## src/sv/zoc_pkg.sv

```systemverilog
// Package: opcodes, masks, result type and bit shuffle functions for the Z-order unit.
package zoc_pkg;

  localparam int unsigned CodeWidth  = 32;
  localparam int unsigned CoordWidth = 16;

  typedef enum logic [1:0] {
    OP_ENCODE   = 2'd0,
    OP_DECODE   = 2'd1,
    OP_SPLIT    = 2'd2,
    OP_RESERVED = 2'd3
  } zoc_op_t;

  localparam logic [CodeWidth-1:0] MaskOdd  = 32'hAAAA_AAAA;
  localparam logic [CodeWidth-1:0] MaskEven = 32'h5555_5555;
  localparam logic [CodeWidth-1:0] Mask8    = 32'h00FF_00FF;
  localparam logic [CodeWidth-1:0] Mask4    = 32'h0F0F_0F0F;
  localparam logic [CodeWidth-1:0] Mask2    = 32'h3333_3333;
  localparam logic [CodeWidth-1:0] Mask16   = 32'h0000_FFFF;

  typedef struct packed {
    logic [CodeWidth-1:0] result_a;
    logic [CodeWidth-1:0] result_b;
    logic                 codes_equal;
  } zoc_result_t;

  // Spread a 16-bit coordinate onto the even bit positions.
  function automatic logic [CodeWidth-1:0] spread16(input logic [CoordWidth-1:0] c);
    logic [CodeWidth-1:0] v;
    v = {{(CodeWidth-CoordWidth){1'b0}}, c};
    v = (v ^ (v << 8)) & Mask8;
    v = (v ^ (v << 4)) & Mask4;
    v = (v ^ (v << 2)) & Mask2;
    v = (v ^ (v << 1)) & MaskEven;
    return v;
  endfunction

  // Gather the even bit positions back into a 16-bit coordinate.
  function automatic logic [CodeWidth-1:0] gather16(input logic [CodeWidth-1:0] code);
    logic [CodeWidth-1:0] v;
    v = code & MaskEven;
    v = (v ^ (v >> 1)) & Mask2;
    v = (v ^ (v >> 2)) & Mask4;
    v = (v ^ (v >> 4)) & Mask8;
    v = (v ^ (v >> 8)) & Mask16;
    return v;
  endfunction

endpackage

```

## src/sv/zoc_core.sv

```systemverilog
// Combinational core: encode, decode and LITMAX/BIGMIN split of one item.
module zoc_core (
  input  zoc_pkg::zoc_op_t                 opcode,
  input  logic [zoc_pkg::CodeWidth-1:0]    operand_a,
  input  logic [zoc_pkg::CodeWidth-1:0]    operand_b,
  output zoc_pkg::zoc_result_t             result
);
  import zoc_pkg::*;

  logic [CodeWidth-1:0] diff;
  logic [CodeWidth-1:0] smear;
  logic [CodeWidth-1:0] split_bit;
  logic [CodeWidth-1:0] dim;
  logic [CodeWidth-1:0] keep;
  logic [CodeWidth-1:0] lower;

  // Smear the top differing bit downward; its edge marks the split bit
  always_comb begin
    diff      = operand_a ^ operand_b;
    smear     = diff;
    smear     = smear | (smear >> 1);
    smear     = smear | (smear >> 2);
    smear     = smear | (smear >> 4);
    smear     = smear | (smear >> 8);
    smear     = smear | (smear >> 16);
    split_bit = smear & ~(smear >> 1);
    dim       = (|(split_bit & MaskOdd)) ? MaskOdd : MaskEven;
    keep      = ~dim | ~smear;
    lower     = (smear >> 1) & dim;
  end

  // Select the result by opcode
  always_comb begin
    result = '0;
    case (opcode)
      OP_ENCODE: begin
        result.result_a = (spread16(operand_a[CoordWidth-1:0]) << 1)
                        | spread16(operand_b[CoordWidth-1:0]);
      end
      OP_DECODE: begin
        result.result_a = gather16(operand_a >> 1);
        result.result_b = gather16(operand_a);
      end
      OP_SPLIT: begin
        if (diff == '0) begin
          result.codes_equal = 1'b1;
        end else begin
          result.result_a = (operand_b & keep) | lower;
          result.result_b = (operand_a & keep) | split_bit;
        end
      end
      default: begin
        result = '0;
      end
    endcase
  end

endmodule

```

## src/sv/z_order_code_unit.sv

```systemverilog
// Top level of the Z-order code unit: input register, core and result register.
// Takes one item per clock while s_tready is high and returns one result item per item,
// passing each accepted item through the input register and then the result register, with the
// encode/decode/split logic between them. The unit holds no state between items;
// a stalled result holds in the result register while the input register still
// takes a new item, and back-pressure reaches s_tready only when both are full.
module z_order_code_unit (
  input  logic        clk,
  input  logic        rst,
  input  logic        s_tvalid,
  output logic        s_tready,
  input  logic [63:0] s_tdata,   // operand_a [31:0], operand_b [63:32]
  input  logic [1:0]  s_tuser,   // opcode [1:0]
  output logic        m_tvalid,
  input  logic        m_tready,
  output logic [63:0] m_tdata,   // result_a [31:0], result_b [63:32]
  output logic [0:0]  m_tuser    // codes_equal [0]
);
  import zoc_pkg::*;

  logic                 in_valid;
  zoc_op_t              in_opcode;
  logic [CodeWidth-1:0] in_operand_a;
  logic [CodeWidth-1:0] in_operand_b;
  logic                 out_valid;
  zoc_result_t          out_result;
  zoc_result_t          core_result;
  logic                 out_free;
  logic                 advance;

  assign out_free = !out_valid || m_tready;
  assign advance  = in_valid && out_free;
  assign s_tready = !in_valid || out_free;

  // Capture an accepted item
  always_ff @(posedge clk) begin
    if (rst) begin
      in_valid <= 1'b0;
    end else if (s_tready) begin
      in_valid <= s_tvalid;
    end
    if (s_tvalid && s_tready) begin
      in_opcode    <= zoc_op_t'(s_tuser);
      in_operand_a <= s_tdata[CodeWidth-1:0];
      in_operand_b <= s_tdata[2*CodeWidth-1:CodeWidth];
    end
  end

  zoc_core u_core (
    .opcode    (in_opcode),
    .operand_a (in_operand_a),
    .operand_b (in_operand_b),
    .result    (core_result)
  );

  // Hold the result until taken
  always_ff @(posedge clk) begin
    if (rst) begin
      out_valid <= 1'b0;
    end else if (out_free) begin
      out_valid <= in_valid;
    end
    if (advance) begin
      out_result <= core_result;
    end
  end

  assign m_tvalid = out_valid;
  assign m_tdata  = {out_result.result_b, out_result.result_a};
  assign m_tuser  = out_result.codes_equal;

endmodule

```

## config.mk

```make
export PLATFORM = sky130hd
export DESIGN_NAME = z_order_code_unit
export DESIGN_NICKNAME = d
export VERILOG_FILES = /design/src/sv/zoc_pkg.sv /design/src/sv/zoc_core.sv /design/src/sv/z_order_code_unit.sv
export SDC_FILE = /design/constraint.sdc
export NUM_CORES = 1
export LEC_CHECK = 0
export BUFFER_PORTS_ARGS = -buffer_cell sky130_fd_sc_hd__buf_2
export CAP_MARGIN = 15
export CELL_PAD_IN_SITES_DETAIL_PLACEMENT = 0
export CELL_PAD_IN_SITES_GLOBAL_PLACEMENT = 1
export CORE_MARGIN = 3
export CORE_UTILIZATION = 39
export CTS_CLUSTER_DIAMETER = 200
export DETAILED_ROUTE_END_ITERATION = 6
export PLACE_DENSITY = 0.73
export SETUP_SLACK_MARGIN = 0.2
export SYNTH_ARGS = -nofsm -noshare
export SYNTH_HDL_FRONTEND = slang
export SYNTH_HIERARCHICAL = 1
export SYNTH_SLANG_ARGS = --single-unit
```

## constraint.sdc

```tcl
create_clock -name clk -period 3.15 [get_ports clk]
set_clock_uncertainty 0.1 [all_clocks]
set_input_delay 0.315 -clock clk [delete_from_list [all_inputs] [get_ports clk]]
set_output_delay 0.315 -clock clk [all_outputs]
set_load 0.02 [all_outputs]
```

==> results of run 1 <==
-- synth_stat cells, types with 5 or more instances --
| master | n | area (um2) |
|---|---|---|
| a21oi_1 | 37 | 185 |
| a22o_1 | 13 | 114 |
| a22oi_1 | 11 | 82.6 |
| a31oi_1 | 6 | 37.5 |
| a32oi_1 | 12 | 105 |
| buf_2 | 8 | 40.0 |
| clkbuf_1 | 18 | 67.6 |
| edfxtp_1 | 131 | 3930 |
| ha_1 | 5 | 62.6 |
| inv_1 | 12 | 45.0 |
| nand2_1 | 69 | 259 |
| nand3_1 | 15 | 75.1 |
| nand4_1 | 9 | 56.3 |
| nor2_1 | 31 | 116 |
| nor3_1 | 13 | 65.1 |
| nor4_1 | 7 | 43.8 |
| o211ai_1 | 13 | 97.6 |
| o21ai_0 | 28 | 140 |
| o311ai_0 | 8 | 70.1 |
| o31ai_1 | 6 | 45.0 |
| xnor2_1 | 13 | 114 |
| xor2_1 | 24 | 210 |
-- stage by stage --
| stage | std cells | util [%] |
|---|---|---|
| 2_1_floorplan | 564 | - |
| 3_3_place_gp | 1044 | 52.1 |
| 3_5_place_dp | 1044 | 52.1 |
| 4_1_cts | 1156 | 62.8 |
| 5_1_grt | 1168 | 65.9 |
| 6_report | 1168 | 65.9 |
-- worst max-delay path, cell delays in order, from the launching register on --
cell	delay [ns]
edfxtp_1	0.47
xor2_2	0.23
buf_4	0.15
o21bai_1	0.18
a221oi_2	0.32
o21ai_1	0.12
buf_4	0.17
a2111o_1	0.37
buf_12	0.19
o311a_1	0.35
a211o_1	0.26
-- layer usage --
metal  track usage, %  up-vias  routed length, um
met5                0        -                  0
met4             11.7        0                860
met3             6.40       63               1760
met2             43.4      328              12300
met1             35.3     3233              10400
li1                 -     2962                  -
-- registers in the layout, summed over array words and instances, names as in the netlist --
| name | flops |
|---|---|
| m_tuser | 1 |
| m_tvalid | 1 |
| in_opcode | 2 |
| in_valid | 1 |
| in_operand_a | 32 |
| in_operand_b | 32 |
| m_tdata | 64 |
-- worst paths after layout --
| check | slack, ns | from | to |
|---|---|---|---|
| setup / recovery | -0.03 | in_operand_b[19] | m_tdata[42] |
| hold / removal | 0.04 | s_tvalid | in_valid |
| hold reg to reg | 0.39 | in_valid | m_tvalid |
| setup reg to reg | -0.03 | in_operand_b[19] | m_tdata[42] |
-- area by class of cell --
class	count	area, um2
fill	1290	5680
sequential	133	3970
multi-input combinational	393	3200
timing repair buffer	378	2880
clock buffer	17	425
tap	220	275
clock inverter	15	158
inverter	12	45.0
-- power by group through the flow --
stage	Sequential [W]	Clock [W]	Combinational [W]
2_1_floorplan	0.00224	0	0.000330
3_3_place_gp	0.00217	0	0.000802
3_5_place_dp	0.00217	0	0.000810
4_1_cts	0.00214	0.00199	0.000971
5_1_grt	0.00215	0.00207	0.00115
6_report	0.00214	0.00196	0.00109
-- cells by family after synthesis --
group                      synth area share (%)
and+or+nand+nor                            13.9
DFF                                        59.9
adders and majority gates                 0.942
buffers and inverters                      2.53
AOI/OAI and AO/OA                          17.6
xor gates and xnor gates                   5.13
-- timing repair --
item                                   CTS  global route
setup endpoints to repair               64            64
pin swaps                               24            49
resized for setup                       91            92
endpoints found under the hold margin   68             0
hold buffers                            67             0
cloned                                   3             0
setup buffers                           10            12
==> impl_metrics.tcl, run 1 <==
set metrics [dict create \
    status "complete, but fails checks" \
    violations "setup timing" \
    reg2reg_depth 10 \
    total_power_w 0.00519 \
    worstMarginPinSlew_ns 0.930 \
    holdPathStages 3 \
    timing.final.max_slew_violations 0 \
    preCtsSetupSlack_ns -0.134 \
    cts_tree "done" \
    h-tree-depth 4 \
    async_flop_share_pct 0 \
    syn_avg_cell_area_um2 11.8 \
    final_cell_mix "buf_4, buf_2, edfxtp_1" \
    grt_max_degree 67 \
    min_period_ns 3.18 \
    synth_edf_count 131 \
    drive_gt1_share_pct 46.9 \
    max_cap_violations 0 \
    yosysWarnings 6 \
    setup_viol 2 \
    hold_viol_final 0 \
    fin_ws_ns -0.0269 \
    grt_pass1_vias 6601 \
    cts_buffers 17 \
    slew_headroom_pct 38.0 \
    irDropWorstVdd_mv 0.415 \
    dieWidth_um 136 \
    syn_area_um2 6640 \
    vias 6586 \
    worst_hold_slack_ns 0.0364 \
    combPwrFrac_pct 21.0 \
    ant_nets 0 \
    power_frac_seq_pct 41.3 \
    area_growth_pct 65.1 \
    wirelength_um 25300 \
    dp_hpwl_um 17400 \
    wl_per_cell_um 21.7 \
    final_common_cell "buf_4" \
    grt_pass1_wl_um 37500 \
    end_kind "flip-flop" \
    switching_share_pct 28.1 \
    synth_seq_cells 133 \
    finalSetupTns_ns -0.0478 \
    power.internal_w 0.00374 \
    clock-sinks 133 \
    nNetsFinal 1010 \
    cp_data_arrival_time_ns 3.25 \
    via_per_inst 5.64 \
    postPlaceCellArea_um2 8670 \
    antenna_found_initial 0 \
    final_area_um2 11000 \
    antennaDiodeCount 0 \
    max_freq_ghz 0.315 \
    synth_cell_types 66 \
    power_frac_clock_pct 37.7 \
    io_buffers 136 \
    core.rowCount 47 \
    die_y_um 136 \
    fin_crit_sh_pct 101 \
    rsz0062_at_grt "yes" \
    cp_max_fo 16 \
    insertion_delay_ns 0.42 \
    powerDensity_nw_per_um2 474 \
    grt_usage_pct 27.2 \
    syn_inst 564 \
    required_ns 3.22 \
    synth-seq-area-share_pct 59.9 \
    dr.pass1.iters 5 \
    drt_iter0_drc 658 \
    start_util_pct 39.9 \
    cts-root-buf "clkbuf_16" \
    synth_nets 639 \
    p_leak_nw 4.37 \
    dominantRegCellSynth "edfxtp_1" \
    switchingPower_w 0.00146 \
    crit_type "flip-flop to flip-flop" \
    core_um2 16600 \
    gp_congestion 0.949 \
    ios 137 \
    drc 0 \
    die_area_um2 18600 \
    clock_path_buffers 2 \
    hold_class "primary input to flip-flop" \
    cts.clk_slew.worst_paths_ns 0.06 \
    start_kind "flip-flop" \
    grt_overflow 0 \
]
Power figures use the tool's default switching activity.
==> run 2: changes to the inputs <==
BUFFER_PORTS_ARGS = -buffer_cell sky130_fd_sc_hd__buf_4   (was -buffer_cell sky130_fd_sc_hd__buf_2)
CAP_MARGIN = 20   (was 15)
==> run 2 against run 1 <==
Effect of this change: sequential share of layout area is 1.3 points lower; non-clock buffer count is 34 higher; highest routed layer unchanged; via count is 1.2% higher; critical path depth is 3 lower; die area stayed put; largest cell class unchanged; final area is 3.8% higher; worst setup slack worse by 0.041 ns; total power is 4.4% higher; flip-flop and latch count stayed put; the run still ends with setup timing left; wire length is 4.3% higher.
==> impl_metrics.tcl, run 2 (synthesis gave the netlist of run 1 again) <==
set metrics [dict create \
    h-tree-depth 4 \
    drive_gt1_share_pct 47.6 \
    min_period_ns 3.22 \
    grt_usage_pct 28.5 \
    required_ns 3.23 \
    worst_hold_slack_ns 0.0394 \
    clock_path_buffers 2 \
    grt_overflow 0 \
    grt_pass1_wl_um 39100 \
    end_kind "flip-flop" \
    reg2reg_depth 7 \
    max_freq_ghz 0.311 \
    die_area_um2 18600 \
    crit_type "flip-flop to flip-flop" \
    worstMarginPinSlew_ns 0.925 \
    die_y_um 136 \
    hold_viol_final 0 \
    final_cell_mix "buf_4, edfxtp_1, dlygate4sd3_1" \
    cts.clk_slew.worst_paths_ns 0.06 \
    area_growth_pct 71.3 \
    final_common_cell "buf_4" \
    cts-root-buf "clkbuf_16" \
    ant_nets 0 \
    powerDensity_nw_per_um2 477 \
    via_per_inst 5.54 \
    finalSetupTns_ns -0.270 \
    start_kind "flip-flop" \
    fin_ws_ns -0.0676 \
    setup_viol 6 \
    cp_data_arrival_time_ns 3.30 \
    largest_register_ffs 64 \
    holdPathStages 3 \
    fin_crit_sh_pct 102 \
    grt_pass1_vias 6703 \
    wirelength_um 26400 \
    slew_headroom_pct 38.3 \
    start_util_pct 39.9 \
    antenna_found_initial 0 \
    core.rowCount 47 \
    violations "setup timing" \
    fin_cells 1202 \
    irDropWorstVdd_mv 0.355 \
    max_cap_violations 0 \
    nFillCells 1209 \
    drt_iter0_drc 514 \
    vias 6663 \
    wl_per_cell_um 22.0 \
    insertion_delay_ns 0.43 \
    rsz0062_at_grt "yes" \
    dieWidth_um 136 \
    clock-sinks 133 \
    drc 0 \
    dp_hpwl_um 18400 \
    cts_buffers 17 \
    cts_tree "done" \
    cp_max_fo 7 \
    dp_cells 1062 \
    nNetsFinal 1044 \
    status "complete, but fails checks" \
    hold_class "primary input to flip-flop" \
    ios 137 \
    io_buffers 136 \
    timing.final.max_slew_violations 0 \
    grt_max_degree 67 \
    core_um2 16600 \
    dr.pass1.iters 7 \
    p_leak_nw 4.59 \
    antennaDiodeCount 0 \
    gp_congestion 0.968 \
]
run 2: path summary, 6_finish.rpt:
path                                        from  slack, ns          end
worst max-delay path            in_operand_b[21]      -0.07  m_tdata[32]
worst min-delay path                    s_tvalid       0.04     in_valid
worst max register to register  in_operand_b[21]      -0.07  m_tdata[32]
worst min register to register          in_valid       0.39     m_tvalid
run 2: critical path: stages (launching register included):
cell	delay (ns)
edfxtp_1	0.43
xor2_2	0.21
or3_4	0.39
or4_4	0.48
or4b_4	0.60
o211a_4	0.31
a22o_1	0.24
a31o_2	0.21
run 2: routing by layer:
metal | up-vias | global-route usage (%) | part of all wire, % | routed length [um]
met2 | 345 | 47.0 | 48 | 12800
met1 | 3234 | 36.3 | 41 | 10800
met5 | - | 0 | 0 | 0
li1 | 3024 | - | - | -
met4 | 0 | 9.57 | 3.1 | 820
met3 | 60 | 7.77 | 7.5 | 1970
run 2: layout make-up:
| class | count | area [um2] | area share, % |
|---|---|---|---|
| flip-flops and latches | 133 | 3970 | 34.9 |
| multi-input cells | 393 | 3070 | 27.0 |
| repair buffers | 412 | 3380 | 29.7 |
| clock inverters | 14 | 188 | 1.65 |
| inverters | 12 | 45.0 | 0.396 |
| well taps | 220 | 275 | 2.42 |
| clock buffers | 18 | 439 | 3.86 |
run 2: timing repair:
action / CTS / global route
hold buffers: 67 / 0
setup endpoints to repair: 64 / 64
resized for setup: 81 / 52
gates cloned: 4 / 0
setup buffers: 18 / 19
pin swaps: 18 / 16
hold endpoints to repair: 68 / 0
run 2: power by group:
group	switching, W	total, W	internal, W
sequential	0.0000726	0.00215	0.00208
clock	0.000826	0.00212	0.00129
combinational	0.000599	0.00116	0.000558
total	0.00150	0.00542	0.00392
run 2: metrics by stage:
step / utilization [%] / setup slack [ns] / total power, W / instance area (um2)
2_1_floorplan: - / -0.0468 / 0.00256 / 6660
4_1_cts: 66.1 / -0.0304 / 0.00535 / 11000
3_5_place_dp: 55.0 / -0.455 / 0.00307 / 9160
6_report: 68.3 / -0.0676 / 0.00542 / 11400
5_1_grt: 68.3 / -0.113 / 0.00559 / 11400
3_3_place_gp: 55.0 / -0.427 / 0.00306 / 9160
==> run 3: changes to the inputs <==
CORE_ASPECT_RATIO = 0.8   (was not set)
==> run 3 against run 2 <==
Effect of this change: the flow still finishes with violations (setup timing); die area is essentially flat; wire length shrank 0.12%; global-route usage shrank 0.89 points; maximum frequency grew 1.3%; sequential share of layout area shrank 0.82 points; critical path type unchanged; first-iteration DRC count grew 5.4%; critical path depth is the same; clock power is essentially flat; combinational power is essentially flat; worst setup slack gained 0.040 ns; hold slack lost 0.012 ns.
==> impl_metrics.tcl, run 3 (synthesis gave the netlist of run 1 again) <==
set metrics [dict create \
    gp_congestion 0.929 \
    grt_max_degree 67 \
    p_leak_nw 4.68 \
    drive_gt1_share_pct 49.5 \
    dr.pass1.iters 5 \
    antenna_found_initial 0 \
    end_kind "flip-flop" \
    antennaDiodeCount 0 \
    path_buf_inv 0 \
    hold_viol_final 0 \
    grt_pass1_wl_um 39100 \
    dp_hpwl_um 17800 \
    fin_crit_sh_pct 101 \
    wirelength_um 26400 \
    final_area_um2 11600 \
    cts_buffers 17 \
    violations "setup timing" \
    drc 0 \
    crit_type "flip-flop to flip-flop" \
    final_cell_mix "buf_4, edfxtp_1, dlygate4sd3_1" \
    cts_tree "done" \
    slew_headroom_pct 38.7 \
    required_ns 3.22 \
    start_kind "flip-flop" \
    slowest_stage "or4b_4" \
    max_freq_ghz 0.315 \
    total_power_w 0.00548 \
    largest_register_ffs 64 \
    cp.depth 7 \
    cts.clk_slew.worst_paths_ns 0.06 \
    insertion_delay_ns 0.43 \
    status "complete, but fails checks" \
    wl_per_cell_um 21.9 \
    clock_path_buffers 2 \
    die_y_um 123 \
    cp_data_arrival_time_ns 3.25 \
    powerDensity_nw_per_um2 470 \
    die_area_um2 18600 \
    final_util_pct 70.1 \
    start_util_pct 40.0 \
    timing.final.max_slew_violations 0 \
    ant_nets 0 \
    clock-sinks 133 \
    ios 137 \
    min_period_ns 3.18 \
    critPathMaxStageDelay_ns 0.54 \
    fin_ws_ns -0.0273 \
    cp_max_fo 7 \
    worstMarginPinSlew_ns 0.919 \
    nFillCells 1248 \
    setup_viol 2 \
    area_growth_pct 75.4 \
    fin_cells 1201 \
    dp_cells 1059 \
    finalSetupTns_ns -0.0406 \
    worstPathCellList "xor2_1, or3_4, or4_4, or4b_4, o211a_4, a22o_1, a31o_2" \
    io_buffers 136 \
    final_common_cell "buf_4" \
    reg2reg_depth 7 \
    grt_pass1_vias 6789 \
    nNetsFinal 1043 \
    grt_usage_pct 27.6 \
    postPlaceCellArea_um2 9150 \
    crit_family "simple AND/OR/NAND/NOR gates" \
    dieWidth_um 152 \
    holdPathStages 3 \
    max_cap_violations 0 \
    vias 6689 \
    rsz0062_at_grt "yes" \
    irDropWorstVdd_mv 0.393 \
    core_um2 16600 \
    h-tree-depth 4 \
    core.rowCount 42 \
    via_per_inst 5.57 \
    cts-root-buf "clkbuf_16" \
    grt_overflow 0 \
    drt_iter0_drc 542 \
    hold_class "primary input to flip-flop" \
]
## run 3: cell types whose count changed in the layout (fill, tap and decap cells not counted), moves of 5 or more
cell     delta
buf_4      -23
buf_6      +23
a21oi_1     -7
a21oi_4     +5
o21ai_1     -5
## run 3: final cells by class
type                    count  area [um2]  area share (%)
flip-flops and latches    133        3970            34.1
multi-input cells         392        3230            27.8
clock buffers              18         429            3.68
well taps                 220         275            2.36
clock inverters            14         201            1.73
repair buffers            412        3490            30.0
inverters                  12        45.0           0.387
## run 3: worst paths after layout
| kind | endpoint | slack [ns] | startpoint |
|---|---|---|---|
| setup / recovery | m_tdata[32] | -0.03 | in_operand_b[20] |
| hold / removal | in_valid | 0.03 | s_tvalid |
| setup reg to reg | m_tdata[32] | -0.03 | in_operand_b[20] |
| hold reg to reg | m_tvalid | 0.39 | in_valid |
## run 3: timing repair
action / CTS / global route
hold buffers: 67 / 0
resized for setup: 60 / 115
setup endpoints to repair: 63 / 63
gates cloned: 1 / 0
endpoints found under the hold margin: 68 / 0
setup buffers: 22 / 20
pin swaps: 14 / 39
## run 3: stage by stage
step | hold WS, ns | setup WS (ns)
after floorplan | 0.277 | -0.0468
after global placement | 0.371 | -0.105
after detailed placement | 0.380 | -0.122
after CTS | 0.0219 | 0.0103
after global routing | 0.0399 | -0.0732
final | 0.0272 | -0.0273
## run 3: report_power, final
part,switching (W),internal (W),leakage [nW]
clock network,0.000813,0.00134,0.307
logic,0.000610,0.000568,3.10
registers,0.0000716,0.00208,1.27
## run 3: per-layer routing
metal	GRT usage [%]	share of wire [%]
met1	37.5	42
met5	0	0
met4	9.04	2.4
met2	44.3	46
met3	6.45	9.0
## run 3: tightest hold or removal path: cells and delay by family
kind            cells  cell delay, ns
compound gates      1            0.09
buf+inv             2            0.12
